File: src/sv/sst_pkg.sv
// Shared types, constants and the load classification function of the smoothed stiffness index tracker.
package sst_pkg;

  localparam int FREQ_W   = 16;
  localparam int POWER_W  = 32;
  localparam int HEALTH_W = 15;
  localparam int INDEX_W  = 12;
  localparam int STATUS_W = 2;
  localparam int CLASS_W  = 2;

  localparam int DATA_W   = 32;
  localparam int ADDR_W   = 5;
  localparam int REG_SEL_W = 3;

  // Register indexes on the configuration port
  localparam logic [REG_SEL_W-1:0] REG_POWER_FLOOR   = 3'd0;
  localparam logic [REG_SEL_W-1:0] REG_BAND_LOW      = 3'd1;
  localparam logic [REG_SEL_W-1:0] REG_BAND_HIGH     = 3'd2;
  localparam logic [REG_SEL_W-1:0] REG_HEALTHY       = 3'd3;
  localparam logic [REG_SEL_W-1:0] REG_FULL_THRESH   = 3'd4;
  localparam logic [REG_SEL_W-1:0] REG_PARTIAL_THRESH = 3'd5;

  localparam logic [POWER_W-1:0]  RST_POWER_FLOOR    = 32'd1;
  localparam logic [FREQ_W-1:0]   RST_BAND_LOW       = 16'd1280;
  localparam logic [FREQ_W-1:0]   RST_BAND_HIGH      = 16'd25600;
  localparam logic [HEALTH_W-1:0] RST_HEALTHY        = 15'd5120;
  localparam logic [INDEX_W-1:0]  RST_FULL_THRESH    = 12'd1280;
  localparam logic [INDEX_W-1:0]  RST_PARTIAL_THRESH = 12'd800;

  localparam logic [HEALTH_W-1:0] HEALTHY_MIN = 15'd65;
  localparam logic [HEALTH_W-1:0] HEALTHY_MAX = 15'd31999;

  // Result status codes
  localparam logic [STATUS_W-1:0] STATUS_OK         = 2'd0;
  localparam logic [STATUS_W-1:0] STATUS_LOW_POWER  = 2'd1;
  localparam logic [STATUS_W-1:0] STATUS_OUT_BAND   = 2'd2;

  // Load classes
  localparam logic [CLASS_W-1:0] CLASS_NON     = 2'd0;
  localparam logic [CLASS_W-1:0] CLASS_PARTIAL = 2'd1;
  localparam logic [CLASS_W-1:0] CLASS_FULL    = 2'd2;

  // Smoothing: (77*f + 179*s + 128) >> 8
  localparam int SMOOTH_SUM_W  = 24;
  localparam int SMOOTH_SHIFT  = 8;
  localparam logic [7:0] WEIGHT_NEW  = 8'd77;
  localparam logic [7:0] WEIGHT_OLD  = 8'd179;
  localparam logic [7:0] SMOOTH_ROUND = 8'd128;

  // Index: s*s*1600 / (h*h), saturated at 3200
  localparam int SQ_W     = 2 * FREQ_W;
  localparam int HSQ_W    = 2 * HEALTH_W;
  localparam int NUM_W    = SQ_W + 11;
  localparam int CNT_W    = 4;
  localparam logic [10:0] INDEX_SCALE = 11'd1600;
  localparam logic [INDEX_W-1:0] INDEX_MAX = 12'd3200;

  localparam int QUEUE_DEPTH = 2;
  localparam int QPTR_W      = $clog2(QUEUE_DEPTH);
  localparam int QCNT_W      = $clog2(QUEUE_DEPTH + 1);

  typedef struct packed {
    logic [POWER_W-1:0]  power_floor;
    logic [FREQ_W-1:0]   band_low_freq;
    logic [FREQ_W-1:0]   band_high_freq;
    logic [HEALTH_W-1:0] healthy_freq;
    logic [INDEX_W-1:0]  full_load_threshold;
    logic [INDEX_W-1:0]  partial_load_threshold;
  } cfg_t;

  typedef struct packed {
    logic [STATUS_W-1:0] status;
    logic [FREQ_W-1:0]   freq;
  } entry_t;

  function automatic logic [CLASS_W-1:0] classify(
    input logic [INDEX_W-1:0] idx,
    input logic [INDEX_W-1:0] full_thr,
    input logic [INDEX_W-1:0] partial_thr
  );
    logic [CLASS_W-1:0] cls;
    priority if (idx >= full_thr) begin
      cls = CLASS_FULL;
    end else if (idx >= partial_thr) begin
      cls = CLASS_PARTIAL;
    end else begin
      cls = CLASS_NON;
    end
    return cls;
  endfunction

endpackage

File: src/sv/sst_regs.sv
// Configuration registers behind the APB-style port.
module sst_regs (
  input  logic                          clk,
  input  logic                          rst,
  input  logic                          psel,
  input  logic                          penable,
  input  logic                          pwrite,
  input  logic [sst_pkg::ADDR_W-1:0]    paddr,
  input  logic [sst_pkg::DATA_W-1:0]    pwdata,
  output logic [sst_pkg::DATA_W-1:0]    prdata,
  output logic                          pready,
  output sst_pkg::cfg_t                 cfg
);

  logic [sst_pkg::REG_SEL_W-1:0] sel;
  logic                          wr;
  logic [sst_pkg::HEALTH_W-1:0]  healthy_wr;

  assign pready     = 1'b1;
  assign sel        = paddr[sst_pkg::ADDR_W-1:2];
  assign wr         = psel && penable && pwrite && pready;
  assign healthy_wr = pwdata[sst_pkg::HEALTH_W-1:0];

  always_ff @(posedge clk) begin
    if (rst) begin
      cfg.power_floor            <= sst_pkg::RST_POWER_FLOOR;
      cfg.band_low_freq          <= sst_pkg::RST_BAND_LOW;
      cfg.band_high_freq         <= sst_pkg::RST_BAND_HIGH;
      cfg.healthy_freq           <= sst_pkg::RST_HEALTHY;
      cfg.full_load_threshold    <= sst_pkg::RST_FULL_THRESH;
      cfg.partial_load_threshold <= sst_pkg::RST_PARTIAL_THRESH;
    end else if (wr) begin
      unique case (sel)
        sst_pkg::REG_POWER_FLOOR: begin
          cfg.power_floor <= pwdata;
        end
        sst_pkg::REG_BAND_LOW: begin
          cfg.band_low_freq <= pwdata[sst_pkg::FREQ_W-1:0];
        end
        sst_pkg::REG_BAND_HIGH: begin
          cfg.band_high_freq <= pwdata[sst_pkg::FREQ_W-1:0];
        end
        sst_pkg::REG_HEALTHY: begin
          // drop values that would make the reference out of range
          if (healthy_wr >= sst_pkg::HEALTHY_MIN && healthy_wr <= sst_pkg::HEALTHY_MAX) begin
            cfg.healthy_freq <= healthy_wr;
          end
        end
        sst_pkg::REG_FULL_THRESH: begin
          cfg.full_load_threshold <= pwdata[sst_pkg::INDEX_W-1:0];
        end
        sst_pkg::REG_PARTIAL_THRESH: begin
          cfg.partial_load_threshold <= pwdata[sst_pkg::INDEX_W-1:0];
        end
        default: begin
        end
      endcase
    end
  end

  always_comb begin
    unique case (sel)
      sst_pkg::REG_POWER_FLOOR:    prdata = cfg.power_floor;
      sst_pkg::REG_BAND_LOW:       prdata = sst_pkg::DATA_W'(cfg.band_low_freq);
      sst_pkg::REG_BAND_HIGH:      prdata = sst_pkg::DATA_W'(cfg.band_high_freq);
      sst_pkg::REG_HEALTHY:        prdata = sst_pkg::DATA_W'(cfg.healthy_freq);
      sst_pkg::REG_FULL_THRESH:    prdata = sst_pkg::DATA_W'(cfg.full_load_threshold);
      sst_pkg::REG_PARTIAL_THRESH: prdata = sst_pkg::DATA_W'(cfg.partial_load_threshold);
      default:                     prdata = '0;
    endcase
  end

endmodule

File: src/sv/sst_front.sv
// Front end: takes peak estimates and gates them on power and frequency band.
module sst_front (
  input  logic                          in_valid,
  output logic                          in_stall,
  input  logic [sst_pkg::FREQ_W-1:0]    peak_freq,
  input  logic [sst_pkg::POWER_W-1:0]   peak_power,
  input  sst_pkg::cfg_t                 cfg,
  input  logic                          q_full,
  output logic                          q_push,
  output sst_pkg::entry_t               q_wdata
);

  assign in_stall = q_full;
  assign q_push   = in_valid && !q_full;

  always_comb begin
    q_wdata.freq = peak_freq;
    // power check wins over the band check
    priority if (peak_power < cfg.power_floor) begin
      q_wdata.status = sst_pkg::STATUS_LOW_POWER;
    end else if (peak_freq < cfg.band_low_freq || peak_freq > cfg.band_high_freq) begin
      q_wdata.status = sst_pkg::STATUS_OUT_BAND;
    end else begin
      q_wdata.status = sst_pkg::STATUS_OK;
    end
  end

endmodule

File: src/sv/sst_queue.sv
// Short request queue between the front end and the back end.
module sst_queue (
  input  logic            clk,
  input  logic            rst,
  input  logic            push,
  input  sst_pkg::entry_t wdata,
  output logic            full,
  input  logic            pop,
  output logic            not_empty,
  output sst_pkg::entry_t rdata
);

  sst_pkg::entry_t                 slots [sst_pkg::QUEUE_DEPTH];
  logic [sst_pkg::QPTR_W-1:0]      wr_ptr;
  logic [sst_pkg::QPTR_W-1:0]      rd_ptr;
  logic [sst_pkg::QCNT_W-1:0]      count;

  assign full      = (count == sst_pkg::QCNT_W'(sst_pkg::QUEUE_DEPTH));
  assign not_empty = (count != '0);
  assign rdata     = slots[rd_ptr];

  always_ff @(posedge clk) begin
    if (push) begin
      slots[wr_ptr] <= wdata;
    end
  end

  always_ff @(posedge clk) begin
    if (rst) begin
      wr_ptr <= '0;
      rd_ptr <= '0;
      count  <= '0;
    end else begin
      if (push) begin
        wr_ptr <= (wr_ptr == sst_pkg::QPTR_W'(sst_pkg::QUEUE_DEPTH - 1)) ? '0 : wr_ptr + 1'b1;
      end
      if (pop) begin
        rd_ptr <= (rd_ptr == sst_pkg::QPTR_W'(sst_pkg::QUEUE_DEPTH - 1)) ? '0 : rd_ptr + 1'b1;
      end
      if (push && !pop) begin
        count <= count + 1'b1;
      end else if (pop && !push) begin
        count <= count - 1'b1;
      end
    end
  end

endmodule

File: src/sv/sst_back.sv
// Back end: smoothing, index division, classification and the result register.
module sst_back (
  input  logic                          clk,
  input  logic                          rst,
  input  sst_pkg::cfg_t                 cfg,
  input  logic                          q_not_empty,
  input  sst_pkg::entry_t               q_rdata,
  output logic                          q_pop,
  output logic                          out_valid,
  input  logic                          out_stall,
  output logic [sst_pkg::STATUS_W-1:0]  status,
  output logic [sst_pkg::FREQ_W-1:0]    smoothed_freq,
  output logic [sst_pkg::INDEX_W-1:0]   stiffness_index,
  output logic [sst_pkg::CLASS_W-1:0]   load_class
);

  typedef enum logic [2:0] {
    ST_IDLE,
    ST_SMOOTH,
    ST_SQUARE,
    ST_SCALE,
    ST_CHECK,
    ST_DIV
  } state_t;

  state_t                          state;
  logic                            primed;
  logic [sst_pkg::FREQ_W-1:0]      smoothed;
  logic [sst_pkg::INDEX_W-1:0]     index_value;
  logic [sst_pkg::FREQ_W-1:0]      freq;
  logic [sst_pkg::SQ_W-1:0]        sq;
  logic [sst_pkg::HSQ_W-1:0]       hsq;
  logic [sst_pkg::NUM_W-1:0]       num;
  logic [sst_pkg::NUM_W-1:0]       limit;
  logic [sst_pkg::NUM_W-1:0]       divisor;
  logic [sst_pkg::INDEX_W-1:0]     quot;
  logic [sst_pkg::CNT_W-1:0]       cnt;

  logic                            out_free;
  logic [sst_pkg::SMOOTH_SUM_W-1:0] smooth_sum;
  logic                            div_fit;
  logic [sst_pkg::INDEX_W-1:0]     quot_next;
  logic                            result_load;

  assign out_free = !out_valid || !out_stall;
  assign q_pop    = (state == ST_IDLE) && q_not_empty && out_free;

  // a new result enters the output register this cycle
  assign result_load = (q_pop && q_rdata.status != sst_pkg::STATUS_OK)
                     || (state == ST_CHECK && num >= limit)
                     || (state == ST_DIV && cnt == '0);

  assign smooth_sum = sst_pkg::SMOOTH_SUM_W'(freq) * sst_pkg::SMOOTH_SUM_W'(sst_pkg::WEIGHT_NEW)
                    + sst_pkg::SMOOTH_SUM_W'(smoothed) * sst_pkg::SMOOTH_SUM_W'(sst_pkg::WEIGHT_OLD)
                    + sst_pkg::SMOOTH_SUM_W'(sst_pkg::SMOOTH_ROUND);

  assign div_fit   = (num >= divisor);
  assign quot_next = {quot[sst_pkg::INDEX_W-2:0], div_fit};

  always_ff @(posedge clk) begin
    if (rst) begin
      state       <= ST_IDLE;
      primed      <= 1'b0;
      smoothed    <= '0;
      index_value <= '0;
      out_valid   <= 1'b0;
    end else begin
      if (result_load) begin
        out_valid <= 1'b1;
      end else if (!out_stall) begin
        out_valid <= 1'b0;
      end
      unique case (state)
        ST_IDLE: begin
          if (q_pop) begin
            if (q_rdata.status == sst_pkg::STATUS_OK) begin
              freq  <= q_rdata.freq;
              state <= ST_SMOOTH;
            end else begin
              // rejected: report unchanged state
              status          <= q_rdata.status;
              smoothed_freq   <= smoothed;
              stiffness_index <= index_value;
              load_class      <= sst_pkg::classify(index_value, cfg.full_load_threshold,
                                                   cfg.partial_load_threshold);
            end
          end
        end
        ST_SMOOTH: begin
          smoothed <= primed ? smooth_sum[sst_pkg::SMOOTH_SUM_W-1:sst_pkg::SMOOTH_SHIFT] : freq;
          primed   <= 1'b1;
          state    <= ST_SQUARE;
        end
        ST_SQUARE: begin
          sq    <= sst_pkg::SQ_W'(smoothed) * sst_pkg::SQ_W'(smoothed);
          hsq   <= sst_pkg::HSQ_W'(cfg.healthy_freq) * sst_pkg::HSQ_W'(cfg.healthy_freq);
          state <= ST_SCALE;
        end
        ST_SCALE: begin
          num     <= sst_pkg::NUM_W'(sq) * sst_pkg::NUM_W'(sst_pkg::INDEX_SCALE);
          limit   <= sst_pkg::NUM_W'(hsq) * sst_pkg::NUM_W'(sst_pkg::INDEX_MAX);
          divisor <= sst_pkg::NUM_W'(hsq) << (sst_pkg::INDEX_W - 1);
          state   <= ST_CHECK;
        end
        ST_CHECK: begin
          if (num >= limit) begin
            // saturate without dividing
            index_value     <= sst_pkg::INDEX_MAX;
            status          <= sst_pkg::STATUS_OK;
            smoothed_freq   <= smoothed;
            stiffness_index <= sst_pkg::INDEX_MAX;
            load_class      <= sst_pkg::classify(sst_pkg::INDEX_MAX, cfg.full_load_threshold,
                                                 cfg.partial_load_threshold);
            state           <= ST_IDLE;
          end else begin
            quot  <= '0;
            cnt   <= sst_pkg::CNT_W'(sst_pkg::INDEX_W - 1);
            state <= ST_DIV;
          end
        end
        ST_DIV: begin
          // one quotient bit per cycle, most significant first
          if (div_fit) begin
            num <= num - divisor;
          end
          divisor <= divisor >> 1;
          quot    <= quot_next;
          cnt     <= cnt - 1'b1;
          if (cnt == '0) begin
            index_value     <= quot_next;
            status          <= sst_pkg::STATUS_OK;
            smoothed_freq   <= smoothed;
            stiffness_index <= quot_next;
            load_class      <= sst_pkg::classify(quot_next, cfg.full_load_threshold,
                                                 cfg.partial_load_threshold);
            state           <= ST_IDLE;
          end
        end
        default: begin
          state <= ST_IDLE;
        end
      endcase
    end
  end

endmodule

File: src/sv/smoothed_stiffness_index_tracker.sv
// Smoothed stiffness index tracker: top level.
// Each peak estimate (peak_freq in Q10.6 Hz, peak_power) gives exactly one result. An estimate
// below the power floor or outside the frequency band is rejected and its result is loaded
// into the result register as it is dequeued, with the current smoothed frequency, index and class.
// An accepted estimate updates the smoothed frequency and recomputes the index through a
// restoring divider that yields one quotient bit per cycle; it passes through the back end
// in order (dequeue, smooth, square, scale, saturation check, then 12 divide steps), and the
// divide steps are skipped when the index saturates. A result that waits on out_stall holds
// the back end, so the next request is dequeued only once it is taken.
// A two-entry queue sits between the gating front end and the back end, and a result
// register on the output lets new estimates enter while a result waits to be taken.
module smoothed_stiffness_index_tracker (
  input  logic                          clk,
  input  logic                          rst,
  input  logic                          psel,
  input  logic                          penable,
  input  logic                          pwrite,
  input  logic [sst_pkg::ADDR_W-1:0]    paddr,
  input  logic [sst_pkg::DATA_W-1:0]    pwdata,
  output logic [sst_pkg::DATA_W-1:0]    prdata,
  output logic                          pready,
  input  logic                          in_valid,
  output logic                          in_stall,
  input  logic [sst_pkg::FREQ_W-1:0]    peak_freq,
  input  logic [sst_pkg::POWER_W-1:0]   peak_power,
  output logic                          out_valid,
  input  logic                          out_stall,
  output logic [sst_pkg::STATUS_W-1:0]  status,
  output logic [sst_pkg::FREQ_W-1:0]    smoothed_freq,
  output logic [sst_pkg::INDEX_W-1:0]   stiffness_index,
  output logic [sst_pkg::CLASS_W-1:0]   load_class
);

  sst_pkg::cfg_t   cfg;
  logic            q_full;
  logic            q_push;
  logic            q_pop;
  logic            q_not_empty;
  sst_pkg::entry_t q_wdata;
  sst_pkg::entry_t q_rdata;

  sst_regs u_regs (
    .clk     (clk),
    .rst     (rst),
    .psel    (psel),
    .penable (penable),
    .pwrite  (pwrite),
    .paddr   (paddr),
    .pwdata  (pwdata),
    .prdata  (prdata),
    .pready  (pready),
    .cfg     (cfg)
  );

  sst_front u_front (
    .in_valid   (in_valid),
    .in_stall   (in_stall),
    .peak_freq  (peak_freq),
    .peak_power (peak_power),
    .cfg        (cfg),
    .q_full     (q_full),
    .q_push     (q_push),
    .q_wdata    (q_wdata)
  );

  sst_queue u_queue (
    .clk       (clk),
    .rst       (rst),
    .push      (q_push),
    .wdata     (q_wdata),
    .full      (q_full),
    .pop       (q_pop),
    .not_empty (q_not_empty),
    .rdata     (q_rdata)
  );

  sst_back u_back (
    .clk             (clk),
    .rst             (rst),
    .cfg             (cfg),
    .q_not_empty     (q_not_empty),
    .q_rdata         (q_rdata),
    .q_pop           (q_pop),
    .out_valid       (out_valid),
    .out_stall       (out_stall),
    .status          (status),
    .smoothed_freq   (smoothed_freq),
    .stiffness_index (stiffness_index),
    .load_class      (load_class)
  );

endmodule

File: config.mk
export PLATFORM = sky130hd
export DESIGN_NAME = smoothed_stiffness_index_tracker
export DESIGN_NICKNAME = d
export VERILOG_FILES = /design/src/sv/sst_pkg.sv /design/src/sv/sst_regs.sv /design/src/sv/sst_front.sv /design/src/sv/sst_queue.sv /design/src/sv/sst_back.sv /design/src/sv/smoothed_stiffness_index_tracker.sv
export SDC_FILE = /design/constraint.sdc
export NUM_CORES = 2
export LEC_CHECK = 0
export BUFFER_PORTS_ARGS = -buffer_cell sky130_fd_sc_hd__buf_2
export CORE_ASPECT_RATIO = 1.4
export CORE_MARGIN = 3
export CORE_UTILIZATION = 35
export CTS_BUF_LIST = sky130_fd_sc_hd__clkbuf_8
export DETAILED_ROUTE_END_ITERATION = 7
export GPL_TIMING_DRIVEN = 1
export HOLD_SLACK_MARGIN = 0.02
export PLACE_DENSITY = 0.61
export SYNTH_ARGS = -nofsm -noshare
export SYNTH_HDL_FRONTEND = slang
export SYNTH_SLANG_ARGS = --single-unit
File: constraint.sdc
create_clock -name clk -period 9.1 [get_ports clk]
set_input_delay 1.365 -clock clk [delete_from_list [all_inputs] [get_ports clk]]
set_output_delay 1.365 -clock clk [all_outputs]
set_load 0.02 [all_outputs]
==> run_results.csv <==
group,metric,value,unit
status,status,"finished, final reports clean",
drt,initialDrtViolationCount,1599,
hold_path,hold_depth,2,
cts,cts_resized,0,
global_route,grt_overflow,0,
drt,routed_wl,111000,um
cts,insertion_delay,750,ps
timing,fin_tns_setup,0,ps
timing,tightest_slew,1160,ps
cts,postCtsSetupBuffers,0,
worst_setup_path,path_cells,"inv_1 > nor2_1 > xnor2_1 > ha_1 > a31oi_1 > fa_1 > fa_1 > fa_1 > fa_1 > fa_1 > inv_1 > ha_1 > a21o_1 > a21o_1 > a21oi_1 > o21ai_0 > a221oi_1 > o21ai_0 > or4_1 > o311a_1 > xor2_1",
finish,area_growth,9.29,%
drt,drtPass1Iterations,5,
floorplanning,fp.dieArea,136000,um^2
timing,finalCritPeriodShare,0.797,
worst_setup_path,crit_buf_inv,2,
placement,gp_congestion,0.881,
drt,drc_errors,0,
synth,yosysWarnings,0,
worst_setup_path,reg2reg_to,"u_back.sq[29]$_DFFE_PP_",
finish,multi_input_area,30400,um^2
synth,synth_compound_area_frac,0.111,
drt,routed-via-count,33298,
timing,setup_viol,0,
timing,rsz0062_at_grt,"no",
synth,synth_fa_ha_area_frac,0.388,
worst_setup_path,crit_top_cell,"fa_1",
cts,clk_path_buf_depth,3,
finish,fill_cells,12939,
worst_setup_path,crit_family,"adder cells",
finish,mostFrequentLayoutCell,"inv_1",
timing,hold_viol,0,
power,p_leak,25.4,nW
synth,ys_seq_elements,418,
global_route,grt_pass1_wl,182000,um
floorplanning,die_x,312,um
synth,synth-simple-area-share,0.0990,
drt,ant_nets,0,
timing,drv_slew,0,
synth,synthFlopType,"edfxtp_1",
worst_setup_path,crit_slowest_cell,"dfxtp_1",
synth,synth.distinct_cells,81,
worst_setup_path,r2r_start,"u_back.smoothed[0]$_SDFFE_PP0P_",
floorplanning,start_util,0.354,
cts,cts_made_buffers,73,
worst_setup_path,critical_path_class,"register to register",
hold_path,hp-class,"register to register",
power,powerDensity,234,nW/um^2
worst_setup_path,ff2ff_path_depth,21,
placement,dp_cells,6636,
timing,slew_headroom,0.225,
synth,syn_inst,4834,
power,vdd_ir_drop_max,0.000384,V
cts,cts_tree,"built",
global_route,track_usage,0.165,
drt,viasPerCell,4.92,
finish,instances_no_fill,6774,
drt,wire_per_inst,16.4,um
floorplanning,core_area,130000,um^2
run,cap_violations,0,
cts,cts.clk_slew.worst_paths,60,ps
synth,synthArstFlopShare,0,
floorplanning,rows,156,
floorplanning,fp.dieH,435,um
cts,clock-sinks,418,
cts,clockRootBuffer,"clkbuf_8",
cts,cts.htree.levels,3,
synth,synth-xor-area-share,0.0328,
worst_setup_path,cp.required,9540,ps
finish,final_layout_size_suffix_gt1_frac,0.0721,
synth,netlist_area,46000,um^2
hold_path,hp-start,"u_regs.cfg[44]$_SDFFE_PP0P_",
worst_setup_path,cp_max_fo,14,
timing,fin_worst_skew,61.2,ps
worst_setup_path,end_kind,"register",
worst_setup_path,critPathArrivalTime,7690,ps
timing,fin_crit,7260,ps
finish,layout_common_cells,"inv_1, ha_1, fa_1",
cts,hold_buffers,0,
global_route,antenna_found_initial,6,
synth,synth_top_family_by_area,"adder cells",
worst_setup_path,cp-start-kind,"register",
worst_setup_path,cpPeakStageDelay,660,ps
placement,portBuffers,155,
synth,syn_avg_cell_area,9.51,um^2
worst_setup_path,r2r_slack,1840,ps
global_route,grt_max_degree,84,
global_route,grt_pass1_vias,35143,
finish,num-nets-final,6220,
floorplanning,ios,159,
synth,synthMuxAreaShare,0.0284,
timing,fmax,138,MHz
finish,seq_area,11100,um^2
synth,seq_area_frac_synth,0.242,
synth,synth_edf_count,277,
hold_path,whs_endpoint,"u_regs.cfg[44]$_SDFFE_PP0P_",
placement,hpwl,90200,um
-- state kept, by name, summed over array words and instances (netlist names), 3 cells and up, named ones only --
| name | count |
|---|---|
| u_regs.cfg | 103 |
| u_back.stiffness_index | 12 |
| u_back.num | 43 |
| u_back.limit | 34 |
| u_back.freq | 16 |
| u_back.state | 3 |
| u_back.smoothed | 16 |
| u_back.quot | 11 |
| u_back.smoothed_freq | 16 |
| u_queue.slots | 36 |
| u_back.cnt | 4 |
| u_back.sq | 31 |
| u_back.divisor | 41 |
| u_back.hsq | 29 |
| u_back.index_value | 12 |
-- layout make-up --
cell class,instances,share of cell area
flip-flops and latches,418,0.222
multi-input cells,3219,0.605
inverters,1073,0.0802
clock buffers,81,0.0222
diodes,4,0.000199
repair buffers,188,0.0204
well taps,1738,0.0433
clock inverters,53,0.00722
-- Yosys cell counts (9+ instances only) --
cell type,n,area (um^2)
inv_1,1072,4020
ha_1,702,8780
fa_1,453,9070
nand2_1,371,1390
edfxtp_1,277,8320
a21oi_1,246,1230
nor2_1,237,890
a21o_1,149,1120
o21ai_0,142,711
dfxtp_1,141,2820
clkbuf_1,111,417
xnor2_1,108,946
and2_1,97,607
mux2i_1,90,901
xor2_1,64,561
and3_1,42,263
nand3_1,42,210
nor3_1,41,205
a211oi_1,36,270
nand4_1,33,206
nor2b_1,31,194
nand2b_1,30,188
o21a_1,30,225
a31oi_1,28,175
mux2_2,18,203
a211o_1,16,140
o22ai_1,15,93.8
o21bai_1,14,105
buf_1,13,48.8
o211ai_1,13,97.6
or3_1,13,81.3
nor4_1,11,68.8
o31ai_1,11,82.6
or2_2,11,68.8
a31o_2,9,78.8
mux4_2,9,203
-- where the power goes --
part	leakage (nW)	internal, mW	switching (mW)	total, mW
clock	0.820	0.922	0.890	1.81
combinational	20.9	3.09	4.32	7.42
sequential	3.70	2.29	0.208	2.50
total	25.4	6.31	5.42	11.7
-- worst max path at each step --
| stage | end | start | cells past startpoint |
|---|---|---|---|
| 2_1_floorplan | u_back.num[0]$_SDFFCE_PN0P_ | rst | 2 |
| 3_3_place_gp | u_back.sq[29]$_DFFE_PP_ | u_back.smoothed[0]$_SDFFE_PP0P_ | 21 |
| 3_5_place_dp | u_back.sq[29]$_DFFE_PP_ | u_back.smoothed[0]$_SDFFE_PP0P_ | 21 |
| 4_1_cts | u_back.sq[29]$_DFFE_PP_ | u_back.smoothed[0]$_SDFFE_PP0P_ | 21 |
| 5_1_grt | u_back.sq[29]$_DFFE_PP_ | u_back.smoothed[0]$_SDFFE_PP0P_ | 21 |
| 6_report | u_back.sq[29]$_DFFE_PP_ | u_back.smoothed[0]$_SDFFE_PP0P_ | 21 |
-- per-layer routing --
layer	vias up	routed length, um	global-route usage
li1	16151	-	-
met1	16231	44100	0.190
met2	702	58100	0.310
met3	214	4410	0.0188
met4	0	4120	0.0648
met5	-	0	0
-- tightest hold or removal path, stage by stage (launching register included) --
cell and delay (ps):
dfxtp_1 310, nand2_1 50, a21oi_1 50
-- per-stage QoR --
stage	hold slack (ps)	instance area, um^2	util	total power [mW]	setup slack (ps)
floorplan	436	46000	-	8.14	1000
global placement	443	48700	0.375	9.90	1980
detailed placement	446	48700	0.375	10.1	1870
CTS	455	50200	0.387	12.0	1850
global route	477	50200	0.387	13.1	1480
finish	455	50200	0.387	11.7	1840
-- logic make-up (layout without fill, tap and decap cells) --
| logic type | Yosys count | count (layout) |
|---|---|---|
| AOI/OAI and AO/OA | 790 | 790 |
| and+or+nand+nor | 980 | 980 |
| buffers and inverters | 1201 | 1395 |
| muxes | 117 | 117 |
| DFF | 418 | 418 |
| xor gates and xnor gates | 172 | 172 |
| adders and majority gates | 1155 | 1155 |
| other | 1 | 9 |
Note: power is estimated with default switching activity, not from simulation.
